<file path="config.mk">
export PLATFORM = sky130hd
export DESIGN_NAME = roz_affine_source_address
export DESIGN_NICKNAME = d
export VERILOG_FILES = /design/src/roz_pkg.sv /design/src/roz_mul.sv /design/src/roz_sum.sv /design/src/roz_out.sv /design/src/roz_affine_source_address.sv
export SDC_FILE = /design/constraint.sdc
export NUM_CORES = 2
export LEC_CHECK = 0
export BUFFER_PORTS_ARGS = -buffer_cell sky130_fd_sc_hd__buf_2
export CORE_UTILIZATION = 57
export CTS_CLUSTER_DIAMETER = 150
export DETAILED_ROUTE_END_ITERATION = 10
export PLACE_DENSITY = 0.7
export SYNTH_ARGS = -nofsm -noshare
export SYNTH_HDL_FRONTEND = slang
export SYNTH_SLANG_ARGS = --single-unit
</file>
<file path="constraint.sdc">
create_clock -name clk -period 7.3 [get_ports clk]
set_input_delay 0.73 -clock clk [delete_from_list [all_inputs] [get_ports clk]]
set_output_delay 0.73 -clock clk [all_outputs]
set_load 0.05 [all_outputs]
</file>
<file path="src/roz_pkg.sv">
`timescale 1ns / 1ps
// Shared types, constants and helpers for the affine source address generator.
// No dependencies; every other file in src uses this package.
package roz_pkg;

    // largest screen coordinate plus one that counts as on screen
    localparam int SCREEN_DIM = 1024;

    // bits of the position sum that the result needs (integer bits 11:0 at 8 fraction bits)
    localparam int POS_W   = 20;
    localparam int COORD_W = 10;
    localparam int STEP_W  = 13;
    localparam int SRC_W   = 12;

    // fixed offset of the start point in columns and rows
    localparam int X_OFFSET = 36;
    localparam int Y_OFFSET = 3;

    // register indexes of the configuration port
    typedef enum logic [2:0] {
        REG_ATTR    = 3'd0,
        REG_XX      = 3'd1,
        REG_XY      = 3'd2,
        REG_YX      = 3'd3,
        REG_YY      = 3'd4,
        REG_START_X = 3'd5,
        REG_START_Y = 3'd6
    } reg_idx_t;

    localparam logic [15:0] ATTR_RESET = 16'h8000;

    // one request: a screen pixel
    typedef struct packed {
        logic [COORD_W-1:0] screen_x;
        logic [COORD_W-1:0] screen_y;
    } pix_t;

    // one result: source position and layer attributes
    typedef struct packed {
        logic [SRC_W-1:0] source_x;
        logic [SRC_W-1:0] source_y;
        logic [SRC_W-1:0] palette_base;
        logic [3:0]       layer_priority;
        logic             layer_enabled;
    } res_t;

    // decoded layer controls, shared by all stages
    typedef struct packed {
        logic signed [STEP_W-1:0] inc_xx;
        logic signed [STEP_W-1:0] inc_xy;
        logic signed [STEP_W-1:0] inc_yx;
        logic signed [STEP_W-1:0] inc_yy;
        logic [15:0]              start_x;
        logic [15:0]              start_y;
        logic [1:0]               size_code;
        logic [2:0]               left_base;
        logic [2:0]               top_base;
        logic [3:0]               prio;
        logic [3:0]               bank;
        logic                     disable_n;
    } layer_cfg_t;

    // stage 1 payload: the four step products
    typedef struct packed {
        logic [POS_W-1:0] x_col;
        logic [POS_W-1:0] x_row;
        logic [POS_W-1:0] y_col;
        logic [POS_W-1:0] y_row;
        logic             on_screen;
    } prod_t;

    // stage 2 payload: integer source position before masking
    typedef struct packed {
        logic [SRC_W-1:0] pos_x;
        logic [SRC_W-1:0] pos_y;
        logic             on_screen;
    } pos_t;

    // 13-bit signed step: bit15 is the sign, bits11-0 the low bits
    function automatic logic signed [STEP_W-1:0] step13(input logic [15:0] w);
        return {w[15], w[11:0]};
    endfunction

    // coordinate times signed step, wrapped to the position width
    function automatic logic [POS_W-1:0] mul_step(input logic [COORD_W-1:0] v,
                                                  input logic signed [STEP_W-1:0] s);
        logic signed [COORD_W+STEP_W:0] p;
        p = $signed({1'b0, v}) * s;
        return p[POS_W-1:0];
    endfunction

    // start point of one axis: start<<4 + 36*col + 3*row, wrapped
    function automatic logic [POS_W-1:0] axis_start(input logic [15:0] start,
                                                    input logic signed [STEP_W-1:0] col,
                                                    input logic signed [STEP_W-1:0] row);
        logic [POS_W-1:0] col_w;
        logic [POS_W-1:0] row_w;
        col_w = POS_W'(col);
        row_w = POS_W'(row);
        return {start, 4'b0000} + (col_w << 5) + (col_w << 2) + (row_w << 1) + row_w;
    endfunction

endpackage

</file>
<file path="src/roz_mul.sv">
`timescale 1ns / 1ps
// Stage 1: registers the four coordinate-by-step products and the on-screen flag.
// Depends on roz_pkg.
module roz_mul (
    input  logic                clk,
    input  logic                rst_n,
    input  logic                up_valid,
    output logic                up_ready,
    input  roz_pkg::pix_t       pix,
    input  roz_pkg::layer_cfg_t cfg,
    output logic                dn_valid,
    input  logic                dn_ready,
    output roz_pkg::prod_t      dn_data
);

    logic           valid_reg;
    logic           valid_next;
    roz_pkg::prod_t data_reg;
    roz_pkg::prod_t data_next;

    // take a new request when empty or when the next stage drains us
    assign up_ready = !valid_reg || dn_ready;

    always_comb
    begin
        valid_next = up_ready ? up_valid : valid_reg;
        data_next.x_col = roz_pkg::mul_step(pix.screen_x, cfg.inc_xx);
        data_next.x_row = roz_pkg::mul_step(pix.screen_y, cfg.inc_yx);
        data_next.y_col = roz_pkg::mul_step(pix.screen_x, cfg.inc_xy);
        data_next.y_row = roz_pkg::mul_step(pix.screen_y, cfg.inc_yy);
        data_next.on_screen = (32'(pix.screen_x) < roz_pkg::SCREEN_DIM)
                           && (32'(pix.screen_y) < roz_pkg::SCREEN_DIM);
    end

    always_ff @(posedge clk or negedge rst_n)
    begin
        if (!rst_n)
        begin
            valid_reg <= 1'b0;
        end
        else
        begin
            valid_reg <= valid_next;
        end
    end

    // hold the payload while stalled
    always_ff @(posedge clk)
    begin
        if (up_ready && up_valid)
        begin
            data_reg <= data_next;
        end
    end

    assign dn_valid = valid_reg;
    assign dn_data  = data_reg;

endmodule

</file>
<file path="src/roz_sum.sv">
`timescale 1ns / 1ps
// Stage 2: adds start point and products, keeps the integer position bits.
// Depends on roz_pkg.
module roz_sum (
    input  logic                clk,
    input  logic                rst_n,
    input  logic                up_valid,
    output logic                up_ready,
    input  roz_pkg::prod_t      up_data,
    input  roz_pkg::layer_cfg_t cfg,
    output logic                dn_valid,
    input  logic                dn_ready,
    output roz_pkg::pos_t       dn_data
);

    logic                      valid_reg;
    logic                      valid_next;
    roz_pkg::pos_t             data_reg;
    roz_pkg::pos_t             data_next;
    logic [roz_pkg::POS_W-1:0] sum_x;
    logic [roz_pkg::POS_W-1:0] sum_y;

    assign up_ready = !valid_reg || dn_ready;

    // sum each axis; integer part sits above 8 fraction bits
    always_comb
    begin
        sum_x = roz_pkg::axis_start(cfg.start_x, cfg.inc_xx, cfg.inc_yx)
              + up_data.x_col + up_data.x_row;
        sum_y = roz_pkg::axis_start(cfg.start_y, cfg.inc_xy, cfg.inc_yy)
              + up_data.y_col + up_data.y_row;
        valid_next          = up_ready ? up_valid : valid_reg;
        data_next.pos_x     = sum_x[roz_pkg::POS_W-1:8];
        data_next.pos_y     = sum_y[roz_pkg::POS_W-1:8];
        data_next.on_screen = up_data.on_screen;
    end

    always_ff @(posedge clk or negedge rst_n)
    begin
        if (!rst_n)
        begin
            valid_reg <= 1'b0;
        end
        else
        begin
            valid_reg <= valid_next;
        end
    end

    always_ff @(posedge clk)
    begin
        if (up_ready && up_valid)
        begin
            data_reg <= data_next;
        end
    end

    assign dn_valid = valid_reg;
    assign dn_data  = data_reg;

endmodule

</file>
<file path="src/roz_out.sv">
`timescale 1ns / 1ps
// Stage 3: masks to plane size, adds the bases and registers the result.
// Depends on roz_pkg.
module roz_out (
    input  logic                clk,
    input  logic                rst_n,
    input  logic                up_valid,
    output logic                up_ready,
    input  roz_pkg::pos_t       up_data,
    input  roz_pkg::layer_cfg_t cfg,
    output logic                res_valid,
    input  logic                res_stall,
    output roz_pkg::res_t       res
);

    logic                      valid_reg;
    logic                      valid_next;
    roz_pkg::res_t             data_reg;
    roz_pkg::res_t             data_next;
    logic [roz_pkg::SRC_W-1:0] plane_mask;

    assign up_ready = !valid_reg || !res_stall;

    always_comb
    begin
        // plane size 512 << code, minus one
        case (cfg.size_code)
            2'd0:    plane_mask = 12'h1ff;
            2'd1:    plane_mask = 12'h3ff;
            2'd2:    plane_mask = 12'h7ff;
            default: plane_mask = 12'hfff;
        endcase
        valid_next = up_ready ? up_valid : valid_reg;
        data_next.source_x       = (up_data.pos_x & plane_mask) + {cfg.left_base, 9'd0};
        data_next.source_y       = (up_data.pos_y & plane_mask) + {cfg.top_base, 9'd0};
        data_next.palette_base   = {cfg.bank, 8'd0};
        data_next.layer_priority = cfg.prio;
        data_next.layer_enabled  = cfg.disable_n && up_data.on_screen;
    end

    always_ff @(posedge clk or negedge rst_n)
    begin
        if (!rst_n)
        begin
            valid_reg <= 1'b0;
        end
        else
        begin
            valid_reg <= valid_next;
        end
    end

    always_ff @(posedge clk)
    begin
        if (up_ready && up_valid)
        begin
            data_reg <= data_next;
        end
    end

    assign res_valid = valid_reg;
    assign res       = data_reg;

endmodule

</file>
<file path="src/roz_affine_source_address.sv">
`timescale 1ns / 1ps
// Affine source address generator, top level: control registers and a 3-stage pipeline.
// Pipeline: 3 register stages. Throughput 1 request per cycle; input stalls only when all
// stages are full and the result is stalled. Stages: step multipliers, position adder,
// mask/base add.
// Reset (rst_n low, async) empties the pipeline and sets attr to 0x8000, other words to 0.
// Depends on roz_pkg, roz_mul, roz_sum, roz_out.
module roz_affine_source_address (
    input  logic          clk,
    input  logic          rst_n,
    input  logic          req_valid,
    output logic          req_stall,
    input  roz_pkg::pix_t req_data,
    output logic          res_valid,
    input  logic          res_stall,
    output roz_pkg::res_t res_data,
    input  logic          cfg_valid,
    output logic          cfg_ready,
    input  logic [2:0]    cfg_index,
    input  logic [15:0]   cfg_data
);

    logic [15:0]         attr_reg;
    logic [15:0]         xx_reg;
    logic [15:0]         xy_reg;
    logic [15:0]         yx_reg;
    logic [15:0]         yy_reg;
    logic [15:0]         start_x_reg;
    logic [15:0]         start_y_reg;
    roz_pkg::layer_cfg_t cfg;

    logic           s1_ready;
    logic           s1_valid;
    roz_pkg::prod_t s1_data;
    logic           s2_ready;
    logic           s2_valid;
    roz_pkg::pos_t  s2_data;
    logic           s3_ready;

    assign cfg_ready = 1'b1;

    // write control registers; indexes past the last are dropped
    always_ff @(posedge clk or negedge rst_n)
    begin
        if (!rst_n)
        begin
            attr_reg    <= roz_pkg::ATTR_RESET;
            xx_reg      <= '0;
            xy_reg      <= '0;
            yx_reg      <= '0;
            yy_reg      <= '0;
            start_x_reg <= '0;
            start_y_reg <= '0;
        end
        else if (cfg_valid && cfg_ready)
        begin
            case (cfg_index)
                roz_pkg::REG_ATTR:    attr_reg    <= cfg_data;
                roz_pkg::REG_XX:      xx_reg      <= cfg_data;
                roz_pkg::REG_XY:      xy_reg      <= cfg_data;
                roz_pkg::REG_YX:      yx_reg      <= cfg_data;
                roz_pkg::REG_YY:      yy_reg      <= cfg_data;
                roz_pkg::REG_START_X: start_x_reg <= cfg_data;
                roz_pkg::REG_START_Y: start_y_reg <= cfg_data;
                default:              ;
            endcase
        end
    end

    // decode the control words
    always_comb
    begin
        cfg.inc_xx    = roz_pkg::step13(xx_reg);
        cfg.inc_xy    = roz_pkg::step13(xy_reg);
        cfg.inc_yx    = roz_pkg::step13(yx_reg);
        cfg.inc_yy    = roz_pkg::step13(yy_reg);
        cfg.start_x   = start_x_reg;
        cfg.start_y   = start_y_reg;
        cfg.size_code = attr_reg[9:8];
        cfg.left_base = xx_reg[14:12];
        cfg.top_base  = xy_reg[14:12];
        cfg.prio      = attr_reg[7:4];
        cfg.bank      = attr_reg[3:0];
        cfg.disable_n = !attr_reg[15];
    end

    assign req_stall = !s1_ready;

    roz_mul u_mul (
        .clk      (clk),
        .rst_n    (rst_n),
        .up_valid (req_valid),
        .up_ready (s1_ready),
        .pix      (req_data),
        .cfg      (cfg),
        .dn_valid (s1_valid),
        .dn_ready (s2_ready),
        .dn_data  (s1_data)
    );

    roz_sum u_sum (
        .clk      (clk),
        .rst_n    (rst_n),
        .up_valid (s1_valid),
        .up_ready (s2_ready),
        .up_data  (s1_data),
        .cfg      (cfg),
        .dn_valid (s2_valid),
        .dn_ready (s3_ready),
        .dn_data  (s2_data)
    );

    roz_out u_out (
        .clk       (clk),
        .rst_n     (rst_n),
        .up_valid  (s2_valid),
        .up_ready  (s3_ready),
        .up_data   (s2_data),
        .cfg       (cfg),
        .res_valid (res_valid),
        .res_stall (res_stall),
        .res       (res_data)
    );

endmodule

</file>
==> impl.org <==
** Timing
- Final-report setup violation count :: 0
- Layout Skew :: ~0.030 ns
- Final hold viol count :: 0
- At the pin with the least slew margin, the transition time is 1.14 ns.
- The max-slew violation count was 0.
- Setup repair after global routing left no endpoint under its margin.
- Top achievable clock speed :: 178 MHz
- Final critical-path share of the clock period :: 76.9%
- Hold slack :: roughly 0.24 ns
- Total Neg Setup Slack :: 0 ns
- Slew headroom :: around 24%
- Tmin final :: 5.61 ns

** Cells and area
- Relative to the synthesized area, the layout overhead comes to 6.00%.
- Of the cells placed in the final design, the portion with a size suffix greater than 1 is approximately 7.6%.
- Util after Layout :: between 60% and 70%
- Final net count :: 3927
- With fillers left out, the area of the finished cells amounts to 0.0330 sq mm.
- The register with the most flip-flops in the layout has 80 of them.

** Synth
- After synthesis, the share of flip-flops with an asynchronous set or reset is a little over two fifths.
- Flip-flop and latch count after synthesis :: between 200 and 250
- Counting flops with a built-in enable in the synthesized netlist gives between 100 and 150.
- After synthesis, the mean cell area works out to a little over 10 sq um.
- Number of instances in the synthesized netlist :: just over 3000
- Yosys warns :: 0
- Cell area after synthesis :: between 0.03 and 0.04 sq mm
- Number of distinct library cells after synthesis :: 62
- Share of the yosys chip area belonging to registers :: around 22%
- In the synthesized netlist the dominant register cell turns out to be edfxtp_1.

** Floorplanning
- After floorplanning, the core was divided into 85 placement rows.
- The initial utilization of the core area, before any placement, comes to about 58%.
- Die width :: around 240 microns
- Area of the core :: roughly 0.054 sq mm
- The floorplan step set the die height to approximately 240 microns.
- The die covers approximately 0.056 sq mm.
- 88 I/O pins were placed.

** Critical path
- Worst Setup Start Kind :: register
- Data arrives at the worst endpoint at 5.92 ns.
- Among the stages of the critical path, the cell type that occurs most often is fa_1.
- In this run the worst path has a maximum fanout of 12.
- The endpoint identified for the worst register-to-register timing path is u_mul.dn_data[80].
- Worst path cell trace :: nand2_1 -> fa_1 -> inv_1 -> fa_1 -> fa_1 -> fa_1 -> inv_1 -> fa_1 -> inv_1 -> ha_1 -> a211oi_1 -> nand2_1 -> o22ai_1 -> o31ai_1 -> o31ai_1 -> o21ai_1 -> xnor2_1
- For this design, the slowest cell found on the critical path is dfrtp_1.
- STA classifies the critical path endpoint as a register.
- Crit path max-delay family :: adder cells
- Critical path type :: register to register
- STA puts the critical path data required time at between 7 and 8 ns.
- Maximum cell stage delay along the critical path :: ~0.75 ns
- Measured in cells, the most critical reg-to-reg path has a length of 17.
- The startpoint identified for the worst register-to-register timing path is xx_reg[6].
- The number of buffers and inverters on the critical path is 3.
- First element of the critical path :: xx_reg[6]
- For flop-to-flop paths, the worst setup slack is 1.69 ns.

** Global routing
- The total overflow left after global routing is 0.
- Global-route usage over all layers :: about 27%
- The number of antenna violations at the first check in global routing is 0.
- Via count of the first global-routing pass :: 22630
- The first global-routing pass estimated about 120 mm of wire.
- Pin count of the biggest net entering global routing :: 66

** Route
- Detail-routed net length per standard cell :: between 15 and 20 microns
- DRC violations left :: 0
- Via count of the routed design :: 20350
- Aggregate routed wire length :: 70.4 mm
- First drt pass iteration count :: 5
- Antenna-violating nets left :: 0
- Avg Vias per Cell :: 5.33
- Initial drt markers :: approximately 1200

** Status
- Status :: finished, final reports clean

** Place
- Routability-driven placement congestion ratio :: 0.903
- Final HPWL DP :: about 57 mm
- Placement Cell Area :: ~0.032 sq mm
- Port bufs :: 78

** Min path
- Class of the most critical hold timing path :: input pin to asynchronous set/reset pin

** Clocking
- Number of gates given a new drive strength after cts :: 0
- The clock passes through at most 3 buffers.
- Buffer count from post-CTS setup fixing :: 0
- CTS sink cnt :: roughly 240
- CTS built an H-tree with a depth of 1.
- After clock tree synthesis, the clock-pin slew on the worst setup and hold paths is roughly 0.06 ns.
- Cts hold-fix bufs :: 0
- TritonCTS built the clock tree.
- Clock latency on the worst-skew pair, taken at its later pin, is about 0.58 ns.
- Counting the buffers created by CTS gives 28.
- CTS placed an instance of clkbuf_16 at the clock tree root.

** Job
- Across the run, the number of max-cap violations was 0.
[cells by family after synthesis]
logic type	share of synthesized area, %
compound gates	4.88
xor+xnor	4.33
fa+ha+maj	44.6
buf+inv	11.7
flops	21.6
mux	2.60
other cells	0.0241
simple gates	10.3
[cells in the final DEF, fill, tap and decap left out, types with 5 or more instances in the layout]
| cell | count |
|---|---|
| dfrtp_1 | 103 |
| a21oi_1 | 53 |
| ha_1 | 244 |
| a31oi_1 | 7 |
| clkbuf_16 | 28 |
| o21ai_0 | 59 |
| xnor2_1 | 126 |
| nand3_1 | 7 |
| fa_1 | 542 |
| nand2_1 | 319 |
| inv_1 | 833 |
| clkbuf_1 | 5 |
| edfxtp_1 | 137 |
| nor3_1 | 7 |
| buf_2 | 77 |
| a21o_1 | 29 |
| nor2b_1 | 12 |
| o21bai_1 | 8 |
| xor2_1 | 28 |
| mux2_2 | 72 |
| buf_4 | 16 |
| conb_1 | 9 |
| o21a_1 | 25 |
| nand2b_1 | 10 |
| and2_1 | 246 |
| a211oi_1 | 5 |
| nor2_1 | 30 |
[cell usage after synthesis (4+ instances only)]
| cell type | n | share of area (%) |
|---|---|---|
| nand2_1 | 319 | 3.8 |
| or2_2 | 4 | 0.080 |
| nor2_1 | 30 | 0.36 |
| nand3_1 | 7 | 0.11 |
| fa_1 | 542 | 35 |
| o21bai_1 | 8 | 0.19 |
| ha_1 | 244 | 9.8 |
| o21ai_0 | 59 | 0.95 |
| o21a_1 | 25 | 0.60 |
| nand4_1 | 4 | 0.080 |
| nor2b_1 | 12 | 0.24 |
| o31a_1 | 4 | 0.11 |
| nand2b_1 | 10 | 0.20 |
| edfxtp_1 | 137 | 13 |
| xnor2_1 | 126 | 3.5 |
| xor2_1 | 28 | 0.79 |
| clkbuf_1 | 115 | 1.4 |
| and2_1 | 247 | 5.0 |
| a211oi_1 | 5 | 0.12 |
| a31oi_1 | 7 | 0.14 |
| inv_1 | 833 | 10 |
| buf_4 | 9 | 0.22 |
| mux2_2 | 72 | 2.6 |
| a21oi_1 | 53 | 0.85 |
| a21o_1 | 29 | 0.70 |
| nor3_1 | 8 | 0.13 |
| dfrtp_1 | 103 | 8.3 |
[per-stage QoR]
stage / setup slack [ns] / cells
6_report: 1.69 / 3816
5_1_grt: 1.31 / 3815
4_1_cts: 1.70 / 3815
3_5_place_dp: 1.29 / 3763
3_3_place_gp: 1.45 / 3763
2_1_floorplan: 1.66 / 3100
[worst max path at each step]
stage | end | slack [ns] | cells past startpoint
3_5_place_dp | u_mul.dn_data[80] | 1.29 | 18
2_1_floorplan | u_mul.dn_data[80] | 1.66 | 19
3_3_place_gp | u_mul.dn_data[80] | 1.45 | 18
6_report | u_mul.dn_data[80] | 1.69 | 17
4_1_cts | u_mul.dn_data[80] | 1.70 | 17
5_1_grt | u_mul.dn_data[80] | 1.31 | 17
[per-layer routing]
metal | vias to the layer above | share of wire [%] | global-route usage (%)
met5 | - | 0 | 0
met4 | 0 | 3.2 | 8.10
met3 | 114 | 5.6 | 3.08
met2 | 544 | 51 | 48.8
met1 | 10504 | 40 | 34.8
li1 | 9188 | - | -
[area by class of cell]
class	instances	area, sq um
inverters	833	3130
fillers	4408	20900
well taps	696	871
flip-flops and latches	241	6720
diodes	1	2.50
clock buffers	33	719
clock inverters	19	233
multi-input cells	1900	20900
repair buffers	93	505
Power is left out: the tool's default activity adds up to more than one toggle a clock period on the data nets, which glitch-free logic cannot reach.
